--- src/hdl/lcsb_pkg.sv ---
package lcsb_pkg;

   localparam int unsigned MEM_WORDS_DEF = 65536;
   localparam int unsigned SEG_OFF_BITS  = 12;
   localparam logic [15:0] START_PC_RST  = 16'h3000;
   localparam logic [12:0] BOUND_RST     = 13'd4096;

   localparam logic [3:0] SEG_CODE = 4'h3;
   localparam logic [3:0] SEG_HEAP = 4'h1;

   localparam logic [1:0] FLT_NONE = 2'd0;
   localparam logic [1:0] FLT_CODE = 2'd1;
   localparam logic [1:0] FLT_HEAP = 2'd2;
   localparam logic [1:0] FLT_SEG  = 2'd3;

   localparam logic [2:0] CSR_CODE_BASE  = 3'd0;
   localparam logic [2:0] CSR_CODE_BOUND = 3'd1;
   localparam logic [2:0] CSR_HEAP_BASE  = 3'd2;
   localparam logic [2:0] CSR_HEAP_BOUND = 3'd3;

   localparam logic [3:0] OP_BR   = 4'h0;
   localparam logic [3:0] OP_ADD  = 4'h1;
   localparam logic [3:0] OP_LD   = 4'h2;
   localparam logic [3:0] OP_ST   = 4'h3;
   localparam logic [3:0] OP_JSR  = 4'h4;
   localparam logic [3:0] OP_AND  = 4'h5;
   localparam logic [3:0] OP_LDR  = 4'h6;
   localparam logic [3:0] OP_STR  = 4'h7;
   localparam logic [3:0] OP_NOT  = 4'h9;
   localparam logic [3:0] OP_LDI  = 4'hA;
   localparam logic [3:0] OP_STI  = 4'hB;
   localparam logic [3:0] OP_JMP  = 4'hC;
   localparam logic [3:0] OP_LEA  = 4'hE;
   localparam logic [3:0] OP_TRAP = 4'hF;

   localparam logic FUNC_LOAD = 1'b0;

   typedef enum logic [2:0] {
      ST_IDLE,
      ST_FETCH,
      ST_EXEC,
      ST_MEM,
      ST_DATA
   } exec_state_type;

   typedef struct packed {
      logic        func;
      logic [15:0] addr;
      logic [15:0] data;
   } item_type;

   typedef struct packed {
      logic [15:0] code_org;
      logic [12:0] code_bound;
      logic [15:0] heap_org;
      logic [12:0] heap_bound;
   } seg_cfg_type;

   typedef struct packed {
      logic [1:0]  fault;
      logic        void_seg;
      logic [15:0] pa;
   } xl_type;

   function automatic xl_type xlate(logic [15:0] va, seg_cfg_type cfg);
      xl_type r;
      logic [3:0] seg;
      logic [12:0] off;
      seg = va[15:SEG_OFF_BITS];
      off = {1'b0, va[SEG_OFF_BITS-1:0]};
      r.fault = FLT_NONE;
      r.void_seg = 1'b0;
      r.pa = 16'd0;
      if (seg == SEG_CODE) begin
         if (off >= cfg.code_bound) r.fault = FLT_CODE;
         else r.pa = cfg.code_org + {3'd0, off};
      end else if (seg == SEG_HEAP) begin
         if (off >= cfg.heap_bound) r.fault = FLT_HEAP;
         else r.pa = cfg.heap_org + {3'd0, off};
      end else if (seg[3:2] == 2'b01) begin
         r.void_seg = 1'b1;
      end else begin
         r.fault = FLT_SEG;
      end
      return r;
   endfunction

   function automatic logic [2:0] flags_of(logic [15:0] v);
      if (v == 16'd0) return 3'b010;
      if (v[15]) return 3'b100;
      return 3'b001;
   endfunction

endpackage

--- src/hdl/lcsb_front.sv ---
module lcsb_front (
   input  logic              clock,
   input  logic              reset,
   input  logic              in_valid,
   output logic              in_ready,
   input  lcsb_pkg::item_type in_item,
   output logic              q_valid,
   output lcsb_pkg::item_type q_item,
   input  logic              q_pop
);

   lcsb_pkg::item_type slot_ff [2];
   logic       wr_ptr_ff, rd_ptr_ff;
   logic [1:0] count_ff;
   logic       push;

   assign in_ready = (count_ff != 2'd2);
   assign push     = in_valid && in_ready;
   assign q_valid  = (count_ff != 2'd0);
   assign q_item   = slot_ff[rd_ptr_ff];

   always_ff @(posedge clock) begin
      if (push) slot_ff[wr_ptr_ff] <= in_item;
   end

   always_ff @(posedge clock) begin
      if (reset) begin
         wr_ptr_ff <= 1'b0;
         rd_ptr_ff <= 1'b0;
         count_ff  <= 2'd0;
      end else begin
         if (push) wr_ptr_ff <= ~wr_ptr_ff;
         if (q_pop) rd_ptr_ff <= ~rd_ptr_ff;
         count_ff <= count_ff + {1'b0, push} - {1'b0, q_pop};
      end
   end

endmodule

--- config.mk ---
export PLATFORM = sky130hd
export DESIGN_NAME = lcsb_front
export DESIGN_NICKNAME = d
export VERILOG_FILES = /design/src/hdl/lcsb_pkg.sv /design/src/hdl/lcsb_front.sv
export SDC_FILE = /design/constraint.sdc
export NUM_CORES = 1
export LEC_CHECK = 0
export ABC_AREA = 1
export BUFFER_PORTS_ARGS = -buffer_cell sky130_fd_sc_hd__buf_4
export CORE_UTILIZATION = 45
export CTS_CLUSTER_SIZE = 25
export DETAILED_ROUTE_END_ITERATION = 8
export GPL_TIMING_DRIVEN = 0
export PLACE_DENSITY = 0.73
export SLEW_MARGIN = 15
export SYNTH_ARGS = -nofsm -noshare
export SYNTH_HDL_FRONTEND = slang
export SYNTH_SLANG_ARGS = --single-unit
--- constraint.sdc ---
create_clock -name clock -period 5.2 [get_ports clock]
set_input_delay 0.52 -clock clock [delete_from_list [all_inputs] [get_ports clock]]
set_output_delay 0.52 -clock clock [all_outputs]
set_load 0.02 [all_outputs]
# Word-level counts from Yosys, hierarchy flattened
# Memories as Yosys holds them, arrays and structs flattened. A register that Yosys moved wholly into a read port is not among the register bits.
# Cells that the tools add are included.
# word_totals
reg_bits	4
ram_bits	66
inputBits	37
output_inout_bits	35
wordCells	15
mem_count	1
# memory_table
name	depth	width	read_ports	rd_clocked_by_memory_dff	wr	line	rtl
slot_ff	2	33	1	1	1	lcsb_front.sv:12	lcsb_pkg::item_type slot_ff [2];
# op_classes
addsub	2
n_eq_ne	1
mux	4
bitwise	2
n_reduce_logical	2
# ops
cell	count
1-bit 2-to-1 mux	4
2-bit by 1-bit adder with 2-bit output	1
2-bit != test (second input constant)	1
1-bit NOT	2
2-bit nonzero test	1
2-bit by 1-bit subtractor with 2-bit output	1
1-bit logical AND	1

# Logic depth before layout (Yosys ltp)
# depth
depth_word	4
ltp_mapped	11
mapped_depth_nobuf	11

# Worst setup path before layout
# No wires, ideal clock.
# synth_timing
path_kind	reg-to-reg
start	register count_ff[0]
end	memory slot_ff[1][0] in the netlist's numbering (enable)
setup_time_ps	425
arrival_time_ps	2133
required_ps	4775
path_slack_ps	2642
path_stages_with_launch	5
n_path_buf	0
period_less_slack_ps	2558
path_cell_list	dfxtp_1 -> inv_1 -> nand2_1 -> nand2_2 -> nor2_1
# synth_between
elab_chain_cells	4
# synth_rtl
element	line	rtl
start, declared	lcsb_front.sv:14	logic [1:0] count_ff;
start signal, assigned	lcsb_front.sv:34	count_ff <= count_ff + {1'b0, push} - {1'b0, q_pop};
2-bit != test	lcsb_front.sv:17	assign in_ready = (count_ff != 2'd2);
named net in_ready	lcsb_front.sv:5	output logic in_ready,
1-bit logical AND	lcsb_front.sv:18	assign push = in_valid && in_ready;
1-bit 2-to-1 mux	lcsb_front.sv:23	if (push) slot_ff[wr_ptr_ff] <= in_item;
1-bit 2-to-1 mux (implied by the code)	lcsb_front.sv:23	
end, declared	lcsb_front.sv:12	
# The timed path passes the listed nets, and every way through them passes these cells.

==> impl_metrics.xml <==
<?xml version="1.0" encoding="UTF-8"?>
<metrics>
  <group name="outcome">
    <metric name="status" unit="">finished, final reports clean</metric>
  </group>
  <group name="timing">
    <metric name="achievable-frequency" unit="GHz">0.516</metric>
    <metric name="clock_skew" unit="ns">0.00592</metric>
    <metric name="fin_setup_tns" unit="ns">0</metric>
    <metric name="max_slew_margin" unit="%">65.3</metric>
    <metric name="hold_violations" unit="">0</metric>
    <metric name="finalSetupViolations" unit="">0</metric>
    <metric name="layout_min_cycle_time" unit="ns">1.94</metric>
    <metric name="rsz0062_at_grt" unit="">no</metric>
    <metric name="max_slew.worst_pin.slew" unit="ns">0.519</metric>
    <metric name="timing.final.crit_share" unit="%">37.2</metric>
    <metric name="final-max-slew-violation-count" unit="">0</metric>
    <metric name="final.hold.worst_slack" unit="ns">0.367</metric>
  </group>
  <group name="die">
    <metric name="die_outline_area" unit="um^2">6450</metric>
    <metric name="design.core.area" unit="um^2">5920</metric>
    <metric name="floorplan.die.width" unit="um">80.3</metric>
    <metric name="std_cell_rows" unit="">28</metric>
    <metric name="floorplan.initialDensity" unit="%">46.6</metric>
    <metric name="die_h" unit="um">80.3</metric>
    <metric name="ios" unit="">72</metric>
  </group>
  <group name="clocking">
    <metric name="clock_sink_count" unit="">71</metric>
    <metric name="insertion_delay" unit="ns">0.33</metric>
    <metric name="post_cts.resized_instances" unit="">0</metric>
    <metric name="cts_setup_buffers" unit="">0</metric>
    <metric name="cts_hold_buffers" unit="">0</metric>
    <metric name="clock_path_buffers" unit="">2</metric>
    <metric name="number_of_buffers_added_by_the_clock_tree_synthesis_step" unit="">9</metric>
    <metric name="cts_max_level" unit="">3</metric>
    <metric name="clk_pin_slew_worst_paths" unit="ns">0.08</metric>
    <metric name="tritoncts" unit="">yes</metric>
    <metric name="clock_tree.root_cell" unit="">sky130_fd_sc_hd__clkbuf_8</metric>
  </group>
  <group name="cells_and_area">
    <metric name="finish.cell_count_without_fillers" unit="">298</metric>
    <metric name="insertedDiodeCount" unit="">0</metric>
    <metric name="postLayoutCoreUtil" unit="%">62.0</metric>
    <metric name="nFillCells" unit="">440</metric>
    <metric name="layout-drive-gt1-share" unit="%">57.0</metric>
    <metric name="final_net_count" unit="">256</metric>
    <metric name="area_delta_synth_final" unit="%">32.9</metric>
  </group>
  <group name="route">
    <metric name="vias_per_cell" unit="">4.66</metric>
    <metric name="detail-route-antenna-nets" unit="">0</metric>
    <metric name="wl" unit="um">4130</metric>
    <metric name="drtIter0Drc" unit="">48</metric>
    <metric name="route.detailed.drc" unit="">0</metric>
    <metric name="wl_per_cell" unit="um">13.9</metric>
    <metric name="routed-via-count" unit="">1388</metric>
    <metric name="dr.pass1.iters" unit="">4</metric>
  </group>
  <group name="critical_path">
    <metric name="critical_path_arrival" unit="ns">1.42</metric>
    <metric name="critical_path_class" unit="">reg2out</metric>
    <metric name="nature_of_the_critical_path_endpoint" unit="">output port</metric>
    <metric name="crit_path_start_kind" unit="">register</metric>
    <metric name="worst-endpoint-required" unit="ns">4.68</metric>
    <metric name="worst-r2r-setup-slack" unit="ns">3.60</metric>
    <metric name="worst_path_max_delay_cell" unit="">sky130_fd_sc_hd__dfxtp_1</metric>
    <metric name="worst-path-max-fanout" unit="">10</metric>
    <metric name="worstPathCellList" unit="">buf_6 &gt; buf_12 &gt; mux2_4 &gt; buf_4</metric>
    <metric name="maximum_cell_stage_delay_along_the_critical_path" unit="ns">0.32</metric>
  </group>
  <group name="logic_synthesis">
    <metric name="synth_area" unit="um^2">2760</metric>
    <metric name="synth_top_cell_area_share" unit="%">71.8</metric>
    <metric name="yosysWarnings" unit="">0</metric>
    <metric name="synth.avg_cell_area" unit="um^2">20.6</metric>
    <metric name="synth_area_leader_cell" unit="">sky130_fd_sc_hd__edfxtp_1</metric>
    <metric name="mappedNetlistNets" unit="">172</metric>
    <metric name="flop_and_latch_count_out_of_synthesis" unit="">71</metric>
    <metric name="synthTopCellsByArea" unit="">sky130_fd_sc_hd__edfxtp_1 72%, sky130_fd_sc_hd__mux2_4 16%, sky130_fd_sc_hd__dfxtp_1 3.6%, sky130_fd_sc_hd__buf_12 2.2%, sky130_fd_sc_hd__mux2_2 1.2%</metric>
    <metric name="yosys.cell_types.count" unit="">15</metric>
    <metric name="synth_seq_area_share" unit="%">75.4</metric>
    <metric name="syn_inst" unit="">134</metric>
  </group>
  <group name="global_routing">
    <metric name="global_route.usage.total" unit="%">14.1</metric>
    <metric name="met3_usage" unit="%">4.09</metric>
    <metric name="globalRouteMet2Util" unit="%">22.6</metric>
    <metric name="overflow" unit="">0</metric>
    <metric name="maximum_number_of_pins_on_one_net_before_global_route_repair" unit="">23</metric>
    <metric name="first_global_vias" unit="">1369</metric>
    <metric name="grt_util_met1" unit="%">16.2</metric>
    <metric name="grt_antenna_before_repair" unit="">0</metric>
    <metric name="global_route_wire_length_before_repair" unit="um">6330</metric>
    <metric name="top_usage_layer" unit="">met2</metric>
  </group>
  <group name="power">
    <metric name="share_seq_of_total_power" unit="%">48.5</metric>
    <metric name="total_power" unit="uW">1430</metric>
    <metric name="power.switching_fraction" unit="%">23.7</metric>
    <metric name="power_density" unit="nW/um^2">389</metric>
    <metric name="power_leakage" unit="uW">0.00147</metric>
    <metric name="power_frac_clock" unit="%">32.3</metric>
    <metric name="worst_ir_drop_vdd" unit="mV">0.237</metric>
    <metric name="share_comb_of_total_power" unit="%">19.2</metric>
    <metric name="power_report.internal_total" unit="uW">1090</metric>
    <metric name="power_switching" unit="uW">339</metric>
  </group>
  <group name="placed_design">
    <metric name="buffer_ports.inserted" unit="">71</metric>
    <metric name="place.detailed.hpwl" unit="um">2860</metric>
    <metric name="gpl.final_weighted_congestion" unit="">0.643</metric>
    <metric name="placedCellCount" unit="">282</metric>
  </group>
  <group name="run">
    <metric name="cap_violations" unit="">0</metric>
  </group>
  <group name="hold_path">
    <metric name="min-delay-path-class" unit="">in2reg</metric>
  </group>
</metrics>
[flip-flops by register name (all words and copies together), names as in the netlist, named ones only]
name,flops
count_ff,2
wr_ptr_ff,1
slot_ff,66
rd_ptr_ff,1
[synth_stat cells]
cell type                  count
sky130_fd_sc_hd__xnor2_1       2
sky130_fd_sc_hd__nand2_2       1
sky130_fd_sc_hd__buf_12        3
sky130_fd_sc_hd__nor2_1        5
sky130_fd_sc_hd__nand3_1       1
sky130_fd_sc_hd__a21oi_1       2
sky130_fd_sc_hd__nand2_1       7
sky130_fd_sc_hd__inv_1         6
sky130_fd_sc_hd__buf_6         1
sky130_fd_sc_hd__mux2_4       30
sky130_fd_sc_hd__nor3_1        1
sky130_fd_sc_hd__mux2_2        3
sky130_fd_sc_hd__ha_1          1
sky130_fd_sc_hd__dfxtp_1       5
sky130_fd_sc_hd__edfxtp_1     66
[worst paths after layout]
check / startpoint / endpoint / cells after the start
worst max register to register: count_ff[0] / slot_ff[1][2] / 5
worst min-delay path: in_item[31] / slot_ff[0][31] / 1
worst min register to register: rd_ptr_ff / register / 2
worst max-delay path: register / q_item[5] / 4
[worst max-delay path, delay by kind of cell, from the launching register on]
family / cells / cell delay, ns
buf+inv: 3 / 0.46
flops: 1 / 0.32
mux: 1 / 0.31
[metal layers]
layer	part of all wire [%]	routed length (um)	up-vias
met5	0	0	-
met2	50	2070	53
met1	42	1750	656
li1	-	-	672
met4	1.6	67	0
met3	6.0	247	7
[power by group through the flow]
stage	logic, uW	registers, uW	clock network (uW)
floorplan	167	704	0
global placement	261	707	0
detailed placement	278	706	0
CTS	279	694	470
global route	295	698	493
finish	275	693	461
[per-stage QoR]
stage          cell area (um^2)  setup WS (ns)
3_3_place_gp               3390           1.82
3_5_place_dp               3460           3.46
6_report                   3670           3.26
2_1_floorplan              2760           2.64
5_1_grt                    3670           3.21
4_1_cts                    3670           3.24
[logic make-up (layout without fill, tap and decap cells)]
family | count (synthesis) | in the layout | share of synthesized area (%)
AND/OR/NAND/NOR | 15 | 15 | 2.22
XOR/XNOR | 2 | 2 | 0.634
multiplexers | 33 | 33 | 17.5
flip-flops | 71 | 71 | 75.4
buffers and inverters | 10 | 99 | 3.40
adder cells (fa/ha/maj) | 1 | 1 | 0.453
AO/OA/AOI/OAI | 2 | 2 | 0.362
[final cells by class]
cell class,count,area (um^2),area share (%)
flip-flops and latches,71,2080,56.7
repair buffers,73,588,16.0
inverters,6,22.5,0.613
multi-input cells,53,601,16.4
clock buffers,10,128,3.48
clock inverters,6,85.1,2.32
plain buffers,4,71.3,1.94
well taps,75,93.8,2.56
[cell usage in the layout, fill, tap and decap left out, drive strengths merged]
cell       n
mux2      33
inv        6
edfxtp    66
buf       77
xnor2      2
clkbuf    10
bufinv     2
clkinv     3
clkinvlp   1
nand3      1
ha         1
a21oi      2
nor3       1
nand2      8
dfxtp      5
nor2       5
Note: power is estimated with default switching activity, not from simulation.
