`config.mk`:
```
export PLATFORM = sky130hd
export DESIGN_NAME = lcsb_exec
export DESIGN_NICKNAME = d
export VERILOG_FILES = /design/src/hdl/lcsb_pkg.sv /design/src/hdl/lcsb_exec.sv
export SDC_FILE = /design/constraint.sdc
export NUM_CORES = 1
export LEC_CHECK = 0
export ABC_CLOCK_PERIOD_IN_PS = 7100
export BUFFER_PORTS_ARGS = -buffer_cell sky130_fd_sc_hd__buf_4
export CORE_ASPECT_RATIO = 1.4
export CORE_MARGIN = 2
export CORE_UTILIZATION = 25
export CTS_BUF_LIST = sky130_fd_sc_hd__clkbuf_4 sky130_fd_sc_hd__clkbuf_8
export CTS_CLUSTER_SIZE = 25
export DETAILED_ROUTE_END_ITERATION = 8
export PLACE_DENSITY = 0.44
export SYNTH_ARGS = -nofsm -noshare
export SYNTH_HDL_FRONTEND = slang
export SYNTH_SLANG_ARGS = --single-unit
export TNS_END_PERCENT = 30
```
`constraint.sdc`:
```
create_clock -name clock -period 7.1 [get_ports clock]
set_clock_uncertainty 0.15 [all_clocks]
set_input_delay 1.42 -clock clock [delete_from_list [all_inputs] [get_ports clock]]
set_output_delay 1.42 -clock clock [all_outputs]
set_load 0.02 [all_outputs]
```
`src/hdl/lcsb_pkg.sv`:
```
package lcsb_pkg;

   localparam int unsigned MEM_WORDS_DEF = 65536;
   localparam int unsigned SEG_OFF_BITS  = 12;
   localparam logic [15:0] START_PC_RST  = 16'h3000;
   localparam logic [12:0] BOUND_RST     = 13'd4096;

   localparam logic [3:0] SEG_CODE = 4'h3;
   localparam logic [3:0] SEG_HEAP = 4'h1;

   localparam logic [1:0] FLT_NONE = 2'd0;
   localparam logic [1:0] FLT_CODE = 2'd1;
   localparam logic [1:0] FLT_HEAP = 2'd2;
   localparam logic [1:0] FLT_SEG  = 2'd3;

   localparam logic [2:0] CSR_CODE_BASE  = 3'd0;
   localparam logic [2:0] CSR_CODE_BOUND = 3'd1;
   localparam logic [2:0] CSR_HEAP_BASE  = 3'd2;
   localparam logic [2:0] CSR_HEAP_BOUND = 3'd3;

   localparam logic [3:0] OP_BR   = 4'h0;
   localparam logic [3:0] OP_ADD  = 4'h1;
   localparam logic [3:0] OP_LD   = 4'h2;
   localparam logic [3:0] OP_ST   = 4'h3;
   localparam logic [3:0] OP_JSR  = 4'h4;
   localparam logic [3:0] OP_AND  = 4'h5;
   localparam logic [3:0] OP_LDR  = 4'h6;
   localparam logic [3:0] OP_STR  = 4'h7;
   localparam logic [3:0] OP_NOT  = 4'h9;
   localparam logic [3:0] OP_LDI  = 4'hA;
   localparam logic [3:0] OP_STI  = 4'hB;
   localparam logic [3:0] OP_JMP  = 4'hC;
   localparam logic [3:0] OP_LEA  = 4'hE;
   localparam logic [3:0] OP_TRAP = 4'hF;

   localparam logic FUNC_LOAD = 1'b0;

   typedef enum logic [2:0] {
      ST_IDLE,
      ST_FETCH,
      ST_EXEC,
      ST_MEM,
      ST_DATA
   } exec_state_type;

   typedef struct packed {
      logic        func;
      logic [15:0] addr;
      logic [15:0] data;
   } item_type;

   typedef struct packed {
      logic [15:0] code_org;
      logic [12:0] code_bound;
      logic [15:0] heap_org;
      logic [12:0] heap_bound;
   } seg_cfg_type;

   typedef struct packed {
      logic [1:0]  fault;
      logic        void_seg;
      logic [15:0] pa;
   } xl_type;

   function automatic xl_type xlate(logic [15:0] va, seg_cfg_type cfg);
      xl_type r;
      logic [3:0] seg;
      logic [12:0] off;
      seg = va[15:SEG_OFF_BITS];
      off = {1'b0, va[SEG_OFF_BITS-1:0]};
      r.fault = FLT_NONE;
      r.void_seg = 1'b0;
      r.pa = 16'd0;
      if (seg == SEG_CODE) begin
         if (off >= cfg.code_bound) r.fault = FLT_CODE;
         else r.pa = cfg.code_org + {3'd0, off};
      end else if (seg == SEG_HEAP) begin
         if (off >= cfg.heap_bound) r.fault = FLT_HEAP;
         else r.pa = cfg.heap_org + {3'd0, off};
      end else if (seg[3:2] == 2'b01) begin
         r.void_seg = 1'b1;
      end else begin
         r.fault = FLT_SEG;
      end
      return r;
   endfunction

   function automatic logic [2:0] flags_of(logic [15:0] v);
      if (v == 16'd0) return 3'b010;
      if (v[15]) return 3'b100;
      return 3'b001;
   endfunction

endpackage

```
`src/hdl/lcsb_exec.sv`:
```
module lcsb_exec #(
   parameter int unsigned MEM_WORDS = lcsb_pkg::MEM_WORDS_DEF
) (
   input  logic                         clock,
   input  logic                         reset,
   input  logic                         q_valid,
   input  lcsb_pkg::item_type           q_item,
   output logic                         q_pop,
   input  lcsb_pkg::seg_cfg_type        cfg,
   output logic                         ram_we,
   output logic [$clog2(MEM_WORDS)-1:0] ram_addr,
   output logic [15:0]                  ram_wdata,
   input  logic [15:0]                  ram_rdata,
   output logic                         rsp_valid,
   input  logic                         rsp_ready,
   output logic [71:0]                  rsp_data
);

   localparam int unsigned AW = $clog2(MEM_WORDS);

   lcsb_pkg::exec_state_type state_ff, state_in;
   logic [15:0] ins_ff, ins_in, dat_ff, dat_in;
   logic        zero_ff, zero_in, second_ff, second_in;
   logic [15:0] pc_ff;
   logic [2:0]  cc_ff;
   logic        stop_ff;
   logic [15:0] regs_ff [8];
   logic        rv_ff;
   logic [71:0] rd_ff;

   logic        out_free, commit, c_wr, c_ccw, c_trap;
   logic [1:0]  c_fault;
   logic [2:0]  c_widx, c_cc;
   logic [15:0] c_wval, c_npc, c_r0;
   logic [7:0]  c_vec;

   logic [3:0]  op;
   logic [2:0]  dr, sr1;
   logic [15:0] npc, sx9, sx6, sx11, opb, ea;
   lcsb_pkg::xl_type xl_pc, xl_ea, xl_dat;

   assign out_free = !rv_ff || rsp_ready;
   assign op   = ins_ff[15:12];
   assign dr   = ins_ff[11:9];
   assign sr1  = ins_ff[8:6];
   assign npc  = pc_ff + 16'd1;
   assign sx9  = {{7{ins_ff[8]}}, ins_ff[8:0]};
   assign sx6  = {{10{ins_ff[5]}}, ins_ff[5:0]};
   assign sx11 = {{5{ins_ff[10]}}, ins_ff[10:0]};
   assign opb  = ins_ff[5] ? {{11{ins_ff[4]}}, ins_ff[4:0]} : regs_ff[ins_ff[2:0]];
   assign ea   = (op == lcsb_pkg::OP_LDR || op == lcsb_pkg::OP_STR) ?
                 regs_ff[sr1] + sx6 : npc + sx9;
   assign xl_pc  = lcsb_pkg::xlate(pc_ff, cfg);
   assign xl_ea  = lcsb_pkg::xlate(ea, cfg);
   assign xl_dat = lcsb_pkg::xlate(dat_ff, cfg);

   always_comb begin
      state_in  = state_ff;
      ins_in    = ins_ff;
      dat_in    = dat_ff;
      zero_in   = zero_ff;
      second_in = second_ff;
      commit    = 1'b0;
      c_fault   = lcsb_pkg::FLT_NONE;
      c_wr      = 1'b0;
      c_ccw     = 1'b0;
      c_trap    = 1'b0;
      c_widx    = 3'd0;
      c_wval    = 16'd0;
      c_vec     = 8'd0;
      c_npc     = pc_ff;
      ram_we    = 1'b0;
      ram_addr  = '0;
      ram_wdata = 16'd0;
      unique case (state_ff)
         lcsb_pkg::ST_IDLE: begin
            if (q_valid) begin
               if (q_item.func == lcsb_pkg::FUNC_LOAD || stop_ff) begin
                  commit = out_free;
                  if (q_item.func == lcsb_pkg::FUNC_LOAD) begin
                     ram_we    = out_free;
                     ram_addr  = q_item.addr[AW-1:0];
                     ram_wdata = q_item.data;
                  end
               end else if (xl_pc.fault != lcsb_pkg::FLT_NONE) begin
                  commit  = out_free;
                  c_fault = xl_pc.fault;
               end else if (xl_pc.void_seg) begin
                  ins_in   = 16'd0;
                  state_in = lcsb_pkg::ST_EXEC;
               end else begin
                  ram_addr = xl_pc.pa[AW-1:0];
                  state_in = lcsb_pkg::ST_FETCH;
               end
            end
         end
         lcsb_pkg::ST_FETCH: begin
            ins_in   = ram_rdata;
            state_in = lcsb_pkg::ST_EXEC;
         end
         lcsb_pkg::ST_EXEC: begin
            c_npc = npc;
            unique case (op)
               lcsb_pkg::OP_LD, lcsb_pkg::OP_LDR, lcsb_pkg::OP_LDI,
               lcsb_pkg::OP_STI: begin
                  if (xl_ea.fault != lcsb_pkg::FLT_NONE) begin
                     commit  = out_free;
                     c_fault = xl_ea.fault;
                     c_npc   = pc_ff;
                  end else begin
                     ram_addr  = xl_ea.pa[AW-1:0];
                     zero_in   = xl_ea.void_seg;
                     second_in = 1'b0;
                     state_in  = lcsb_pkg::ST_MEM;
                  end
               end
               lcsb_pkg::OP_ST, lcsb_pkg::OP_STR: begin
                  commit = out_free;
                  if (xl_ea.fault != lcsb_pkg::FLT_NONE) begin
                     c_fault = xl_ea.fault;
                     c_npc   = pc_ff;
                  end else begin
                     ram_we    = out_free && !xl_ea.void_seg;
                     ram_addr  = xl_ea.pa[AW-1:0];
                     ram_wdata = regs_ff[dr];
                  end
               end
               lcsb_pkg::OP_BR: begin
                  commit = out_free;
                  if ((cc_ff & dr) != 3'd0) c_npc = npc + sx9;
               end
               lcsb_pkg::OP_ADD, lcsb_pkg::OP_AND: begin
                  commit = out_free;
                  c_wr   = 1'b1;
                  c_ccw  = 1'b1;
                  c_widx = dr;
                  c_wval = (op == lcsb_pkg::OP_ADD) ? regs_ff[sr1] + opb : regs_ff[sr1] & opb;
               end
               lcsb_pkg::OP_NOT: begin
                  commit = out_free;
                  c_wr   = 1'b1;
                  c_ccw  = 1'b1;
                  c_widx = dr;
                  c_wval = ~regs_ff[sr1];
               end
               lcsb_pkg::OP_LEA: begin
                  commit = out_free;
                  c_wr   = 1'b1;
                  c_ccw  = 1'b1;
                  c_widx = dr;
                  c_wval = npc + sx9;
               end
               lcsb_pkg::OP_JSR: begin
                  commit = out_free;
                  c_wr   = 1'b1;
                  c_widx = 3'd7;
                  c_wval = npc;
                  c_npc  = ins_ff[11] ? npc + sx11 : regs_ff[sr1];
               end
               lcsb_pkg::OP_JMP: begin
                  commit = out_free;
                  c_npc  = regs_ff[sr1];
               end
               lcsb_pkg::OP_TRAP: begin
                  commit = out_free;
                  c_trap = 1'b1;
                  c_vec  = ins_ff[7:0];
               end
               default: begin
                  commit = out_free;
               end
            endcase
         end
         lcsb_pkg::ST_MEM: begin
            dat_in   = zero_ff ? 16'd0 : ram_rdata;
            state_in = lcsb_pkg::ST_DATA;
         end
         lcsb_pkg::ST_DATA: begin
            c_npc = npc;
            if (op == lcsb_pkg::OP_STI) begin
               commit = out_free;
               if (xl_dat.fault != lcsb_pkg::FLT_NONE) begin
                  c_fault = xl_dat.fault;
                  c_npc   = pc_ff;
               end else begin
                  ram_we    = out_free && !xl_dat.void_seg;
                  ram_addr  = xl_dat.pa[AW-1:0];
                  ram_wdata = regs_ff[dr];
               end
            end else if (op == lcsb_pkg::OP_LDI && !second_ff) begin
               if (xl_dat.fault != lcsb_pkg::FLT_NONE) begin
                  commit  = out_free;
                  c_fault = xl_dat.fault;
                  c_npc   = pc_ff;
               end else begin
                  ram_addr  = xl_dat.pa[AW-1:0];
                  zero_in   = xl_dat.void_seg;
                  second_in = 1'b1;
                  state_in  = lcsb_pkg::ST_MEM;
               end
            end else begin
               commit = out_free;
               c_wr   = 1'b1;
               c_ccw  = 1'b1;
               c_widx = dr;
               c_wval = dat_ff;
            end
         end
         default: state_in = lcsb_pkg::ST_IDLE;
      endcase
      if (c_fault != lcsb_pkg::FLT_NONE) begin
         c_wr   = 1'b0;
         c_ccw  = 1'b0;
         c_trap = 1'b0;
         c_widx = 3'd0;
         c_wval = 16'd0;
         c_vec  = 8'd0;
      end
      if (commit) state_in = lcsb_pkg::ST_IDLE;
   end

   assign q_pop = commit;
   assign c_cc  = c_ccw ? lcsb_pkg::flags_of(c_wval) : cc_ff;
   assign c_r0  = (c_wr && c_widx == 3'd0) ? c_wval : regs_ff[0];

   always_ff @(posedge clock) begin
      ins_ff    <= ins_in;
      dat_ff    <= dat_in;
      zero_ff   <= zero_in;
      second_ff <= second_in;
      if (commit) begin
         rd_ff <= {5'd0, c_wval, c_widx, c_wr, c_r0, c_vec, c_trap,
                   (stop_ff || c_fault != lcsb_pkg::FLT_NONE), c_fault, c_cc, c_npc};
         if (c_wr) regs_ff[c_widx] <= c_wval;
      end
      if (reset) begin
         for (int i = 0; i < 8; i++) regs_ff[i] <= 16'd0;
      end
   end

   always_ff @(posedge clock) begin
      if (reset) begin
         state_ff <= lcsb_pkg::ST_IDLE;
         pc_ff    <= lcsb_pkg::START_PC_RST;
         cc_ff    <= 3'd0;
         stop_ff  <= 1'b0;
         rv_ff    <= 1'b0;
      end else begin
         state_ff <= state_in;
         if (commit) begin
            pc_ff <= c_npc;
            cc_ff <= c_cc;
            if (c_fault != lcsb_pkg::FLT_NONE) stop_ff <= 1'b1;
            rv_ff <= 1'b1;
         end else if (rsp_ready) begin
            rv_ff <= 1'b0;
         end
      end
   end

   assign rsp_valid = rv_ff;
   assign rsp_data  = rd_ff;

endmodule

```
* After elaboration in Yosys (flattened, before gate mapping)
Memory sizes are Yosys's and may differ from the RTL's. A register that Yosys moved wholly into a read port is not among the register bits.
Cells that the tools add are included.
** Word-level totals
- Register bits after elaboration :: 125
- Bits in writable memories :: 128
- Input bits :: 111
- Output and inout bits :: 107
- Logic and storage cells :: 265
- Memories kept :: 1
** Memory list
- regs_ff :: words 8, width 16, read ports 4, clocked after memory_dff 4, wr ports 9, line lcsb_exec.sv:27 : logic [15:0] regs_ff [8];
** Operators by class
- Add/sub/neg operators :: 11
- Order comparisons :: 6
- Equal/unequal tests :: 35
- Mux-type cells :: 157
- Bitwise gates (word level) :: 6
- Reduce and logical (&&, ||, !) cells :: 37
** Operator list (count)
- two-way mux 16 bit :: 46
- one-hot mux 16 bit (4 select lines) :: 2
- adder 16 x 12 -> 16 bit :: 6
- one-hot mux 16 bit (2 select lines) :: 3
- one-hot mux 16 bit (3 select lines) :: 2
- greater-or-equal comparator 12 x 13 -> 1 bit :: 6
- adder 16 bit :: 4
- two-way mux 3 bit :: 19
- two-way mux 1 bit :: 54
- two-way mux 2 bit :: 21
- equality test 4 bit (second input constant) :: 6
- equality test 4 x 2 -> 1 bit (second input constant) :: 5
- adder 16 x 1 -> 16 bit (second input constant) :: 1
- AND 16 bit :: 1
- equality test 4 x 1 -> 1 bit (second input constant) :: 4
- equality test 4 x 3 -> 1 bit (second input constant) :: 4
- zero test 16 bit :: 1
- inequality test 2 bit (second input constant) :: 8
- inverter 16 bit :: 1
- one-hot mux 3 bit (5 select lines) :: 1
- nonzero test 2 bit :: 7
- one-hot mux 3 bit (2 select lines) :: 2
- one-hot mux 1 bit (2 select lines) :: 4
- AND reduction 8 bit :: 1
- other kinds (23) :: 43

* Depth between registers and ports, before layout
- Depth in word-level cells :: 19
- Mapped depth :: 28
- Mapped depth without buffers :: 24

* Least setup slack after synthesis
No wires, ideal clock.
- Path kind :: register -> output
- From :: reg pc_ff[2]
- To :: out q_pop
- Arrival time :: 5684 ps
- Required time :: 5530 ps
- Path slack :: -154 ps
- Cell stages (with the launch flop) :: 24
- Path buffers :: 3
- Path through :: dfxtp_1 -> clkbuf_1 -> and3_1 -> nand3_1 -> xnor2_1 -> ha_1 -> or4_1 -> o21ai_1 -> a21oi_2 -> or4_1 -> o311a_1 -> o21ai_0 -> ha_1 -> o21a_1 -> o21ai_0 -> nor2_1 -> o21ai_0 -> a31oi_1 -> a2bb2oi_4 -> nand2_4 -> o21ai_2 -> inv_2 -> buf_2 -> buf_2
** Between the ends
- Cells in the longest elaborated chain, start to end :: 11
- Elaborated cells between the ends (all ways) :: 27
- Classes of those cells :: add/sub: 2; order compare: 4; eq/ne: 3; mux: 16; reduce/logical: 2
** RTL lines
- from (decl) :: line lcsb_exec.sv:24 : logic [15:0] pc_ff;
- from (signal assigned) :: line lcsb_exec.sv:244 : pc_ff <= lcsb_pkg::START_PC_RST;
- from (signal assigned) :: line lcsb_exec.sv:251 : pc_ff <= c_npc;
- adder 16 x 1 -> 16 bit :: line lcsb_exec.sv:46 : assign npc = pc_ff + 16'd1;
- adder 16 bit :: line lcsb_exec.sv:52 : regs_ff[sr1] + sx6 : npc + sx9;
- two-way mux 16 bit :: line lcsb_exec.sv:51 : assign ea = (op == lcsb_pkg::OP_LDR || op == lcsb_pkg::OP_STR) ?
- greater-or-equal comparator 12 x 13 -> 1 bit / equality test 2 x 1 -> 1 bit (equally long branches) :: line lcsb_pkg.sv:78, lcsb_pkg.sv:80
- two-way mux 2 bit, on equally long branches :: line lcsb_pkg.sv:78, lcsb_pkg.sv:80
- two-way mux 2 bit :: line lcsb_pkg.sv:77 : end else if (seg == SEG_HEAP) begin
- two-way mux 2 bit :: line lcsb_pkg.sv:74 : if (seg == SEG_CODE) begin
- nonzero test 2 bit :: line lcsb_exec.sv:106 : if (xl_ea.fault != lcsb_pkg::FLT_NONE) begin
- two-way mux 1 bit :: line lcsb_exec.sv:106
- two-way mux 1 bit :: line lcsb_exec.sv:103 : unique case (op)
- one-hot mux 1 bit (3 select lines) * :: line lcsb_exec.sv:75 : unique case (state_ff)
- to (decl) :: line lcsb_exec.sv:8 : output logic q_pop,
Mark *: on every way between the ends. The rest lies on a longest branch, timed or not.

==> flow_metrics.env <==
export IMPL_status="finished, violations left"
export IMPL_violations="negative setup slack"
export IMPL_path_class="flip-flop to output pin"
export IMPL_timing_fmax_ghz=0.134
export IMPL_wire_per_inst_um=25.3
export IMPL_clock_latency_ps=650
export IMPL_drt_wl_total_um=109000
export IMPL_internal_power_w=0.00605
export IMPL_period_share_pct=105
export IMPL_drt_initial_drc_count=1394
export IMPL_cts_buffers=44
export IMPL_endpoint_kind="output pin"
export IMPL_worst_pin_slew_ps=1200
export IMPL_finalNetCount=3366
export IMPL_cp_required_ps=5530
export IMPL_cts_buffer_depth=3
export IMPL_antenna_found_initial=2
export IMPL_p_seq_share_pct=19.4
export IMPL_synth_compound_area_share_pct=19.8
export IMPL_dp_hpwl_um=85500
export IMPL_min_to="regs_ff[7][4]"
export IMPL_vdd_drop_max_v=0.000346
export IMPL_dr_total_vias=22900
export IMPL_fin_ws_ps=-351
export IMPL_synth_mux_area_share_pct=17.8
export IMPL_rows=134
export IMPL_yosysUniqueCellTypes=106
export IMPL_synthAdderAreaFrac_pct=11.1
export IMPL_synth_top_family_by_area="compound AO/OA/AOI/OAI gates"
export IMPL_fp_dieW_um=265
export IMPL_p_leak_nw=13.1
export IMPL_hp_class="flip-flop to flip-flop"
export IMPL_crit_arrival_ps=5880
export IMPL_syn_to_final_growth_pct=27.5
export IMPL_power_density_nw_per_um2=382
export IMPL_sw_frac_of_total_pct=48.0
export IMPL_stdcell_area_um2=30500
export IMPL_grt_pass1_vias=23400
export IMPL_grt_remaining_overflow=0
export IMPL_placed_area_um2=28800
export IMPL_start_util_pct=25.2
export IMPL_dp_cells=4205
export IMPL_p_comb_share_pct=68.3
export IMPL_hold_viol=0
export IMPL_synth_edf_count=101
export IMPL_drcViolationCount=0
export IMPL_min_period_ps=7450
export IMPL_r2r_cells=31
export IMPL_port_buffers=212
export IMPL_crit_fanout=5
export IMPL_grt_util_all_layers_pct=21.6
export IMPL_io_pins=218
export IMPL_total_power_w=0.0116
export IMPL_yosys_register_bits=262
export IMPL_reg2reg_to="regs_ff[4][14]"
export IMPL_min_path_cells=2
export IMPL_synth_cells=2614
export IMPL_power_frac_clock_pct=12.3
export IMPL_grt_pass1_wl_um=157000
export IMPL_drv_slew=0
export IMPL_grt_max_degree=112
export IMPL_dieArea_um2=98200
export IMPL_p_switching_w=0.00558
export IMPL_clk_pin_slew_ps=70
export IMPL_syn_avg_cell_area_um2=9.15
export IMPL_async_flop_share_pct=0
export IMPL_dr_pass1_iters=5
export IMPL_final_setup_tns_ps=-8400
export IMPL_yosysSeqAreaShare_pct=26.2
export IMPL_die_y_um=370
export IMPL_clock_sinks=262
export IMPL_place_congestion=0.934
export IMPL_hold_start="regs_ff[7][4]"
export IMPL_critPathLaunchType="flip-flop"
export IMPL_ff2ff_setup_slack_ps=660
export IMPL_setup_viol=34
export IMPL_final_antenna_net_count=0
export IMPL_cts_tree="built"
export IMPL_netlist_area_um2=23900
export IMPL_core_um2=95100
export IMPL_rsz0062_at_grt="yes"
export IMPL_synth_xor_area_share_pct=4.94
export IMPL_slew_limit_headroom_pct=19.0
export IMPL_fin_cells=4306
export IMPL_htreeDepth=2
export IMPL_ys_flop_type="dfxtp_1"
export IMPL_ys_warn_count=0
export IMPL_max_cap_violations=0
export IMPL_viasPerCell=5.31
export IMPL_final_layout_size_suffix_gt1_share_pct=28.1
export IMPL_root_buffer="clkbuf_8"
export IMPL_synth_simple_area_share_pct=16.0
placed cells by master, fill, tap and decap left out, drive strengths merged, types with 96 or more instances in the layout:
cell type / netlist / layout
edfxtp: 101 / 101
o21ai: 155 / 155
dfxtp: 161 / 161
mux4: 96 / 96
a21oi: 168 / 168
nand2: 330 / 330
nor2: 125 / 125
mux2i: 165 / 165
ha: 198 / 198
buf: 58 / 527
worst max path at each step:
stage                    from      endpoint
floorplan            pc_ff[2]  ram_wdata[0]
global placement    flip-flop        ram_we
detailed placement  flip-flop  ram_addr[10]
CTS                 flip-flop  ram_addr[14]
global route        flip-flop  ram_addr[14]
finish              flip-flop  ram_addr[14]
registers in the layout, indices dropped and copies added (netlist names), named ones only:
name and cells:
regs_ff 128, rsp_data 67, dat_ff 16, ins_ff 16, pc_ff 16, cc_ff 3
state_ff 3, rsp_valid 1, second_ff 1, stop_ff 1, zero_ff 1
per-stage QoR:
step / hold slack (ps) / util (%) / setup WS (ps)
global route: 358 / 32.1 / -572
finish: 334 / 32.1 / -351
global placement: 316 / 30.2 / -418
CTS: 337 / 31.8 / -354
detailed placement: 327 / 30.2 / -492
floorplan: 300 / - / -34.0
cell families (layout without fill, tap and decap cells):
| logic type | Yosys count | in the layout |
|---|---|---|
| simple gates | 791 | 791 |
| compound gates | 700 | 700 |
| mux | 291 | 291 |
| flops | 262 | 262 |
| buf+inv | 231 | 694 |
| fa+ha+maj | 207 | 207 |
| xor+xnor | 131 | 131 |
| other cells | 1 | 6 |
cell usage after synthesis (all sizes together) (47+ instances only):
master  instances  area (um^2)
mux2i         165         1660
buf            58          354
o21ai         155          783
a21o           47          353
nand2         330         1250
nor3           47          246
clkbuf         85          320
nor2          125          469
ha            198         2480
a21oi         168          848
xor2           57          507
inv            87          327
edfxtp        101         3030
dfxtp         161         3220
mux4           96         2200
xnor2          74          674
nor2b          59          369
metal layers:
metal | share of wire (%) | track usage [%] | vias to the layer above
met5 | 0 | 0 | -
met4 | 6.2 | 12.0 | 0
met3 | 3.8 | 2.38 | 224
met2 | 52 | 40.6 | 687
met1 | 38 | 23.5 | 11200
li1 | - | - | 10700
critical path, stage by stage (launching register included):
cell,delay [ps]
dfxtp_4,370
buf_12,130
mux4_2,480
mux2_4,300
ha_4,170
fa_2,360
a21o_1,200
a31o_4,260
a21oi_2,120
o21bai_1,90
xor2_1,210
nor2_1,100
a21oi_4,260
ha_4,260
nand2_4,70
nor2_4,40
a41o_1,210
and3_1,150
a221o_2,370
o21ai_4,110
nand3_2,120
a211oi_2,230
buf_4,200
a22oi_2,80
o211ai_1,140
buf_4,180
layout make-up:
class / count / area (um^2)
tap: 1224 / 1530
multi-input combinational: 2125 / 17300
timing repair buffer: 527 / 4220
clock inverter: 16 / 104
fill: 9964 / 64600
clock buffer: 63 / 779
sequential: 262 / 6260
antenna: 1 / 2.50
inverter: 88 / 335
power by group through the flow:
stage | clock, W | combinational (W) | sequential, W
floorplan | 0 | 0.00412 | 0.00228
global placement | 0 | 0.00744 | 0.00229
detailed placement | 0 | 0.00743 | 0.00228
CTS | 0.00148 | 0.00775 | 0.00226
global route | 0.00154 | 0.00850 | 0.00229
finish | 0.00143 | 0.00795 | 0.00226
repair_timing:
action                                 in CTS  in global routing
endpoints found under the hold margin       0                  0
buffers inserted                           13                  8
hold buffers                                0                  0
setup endpoints to repair                  34                 34
gates cloned                                2                  0
pin swaps                                  36                 39
resized for setup                         127                 46
Note: power is estimated with default switching activity, not from simulation.
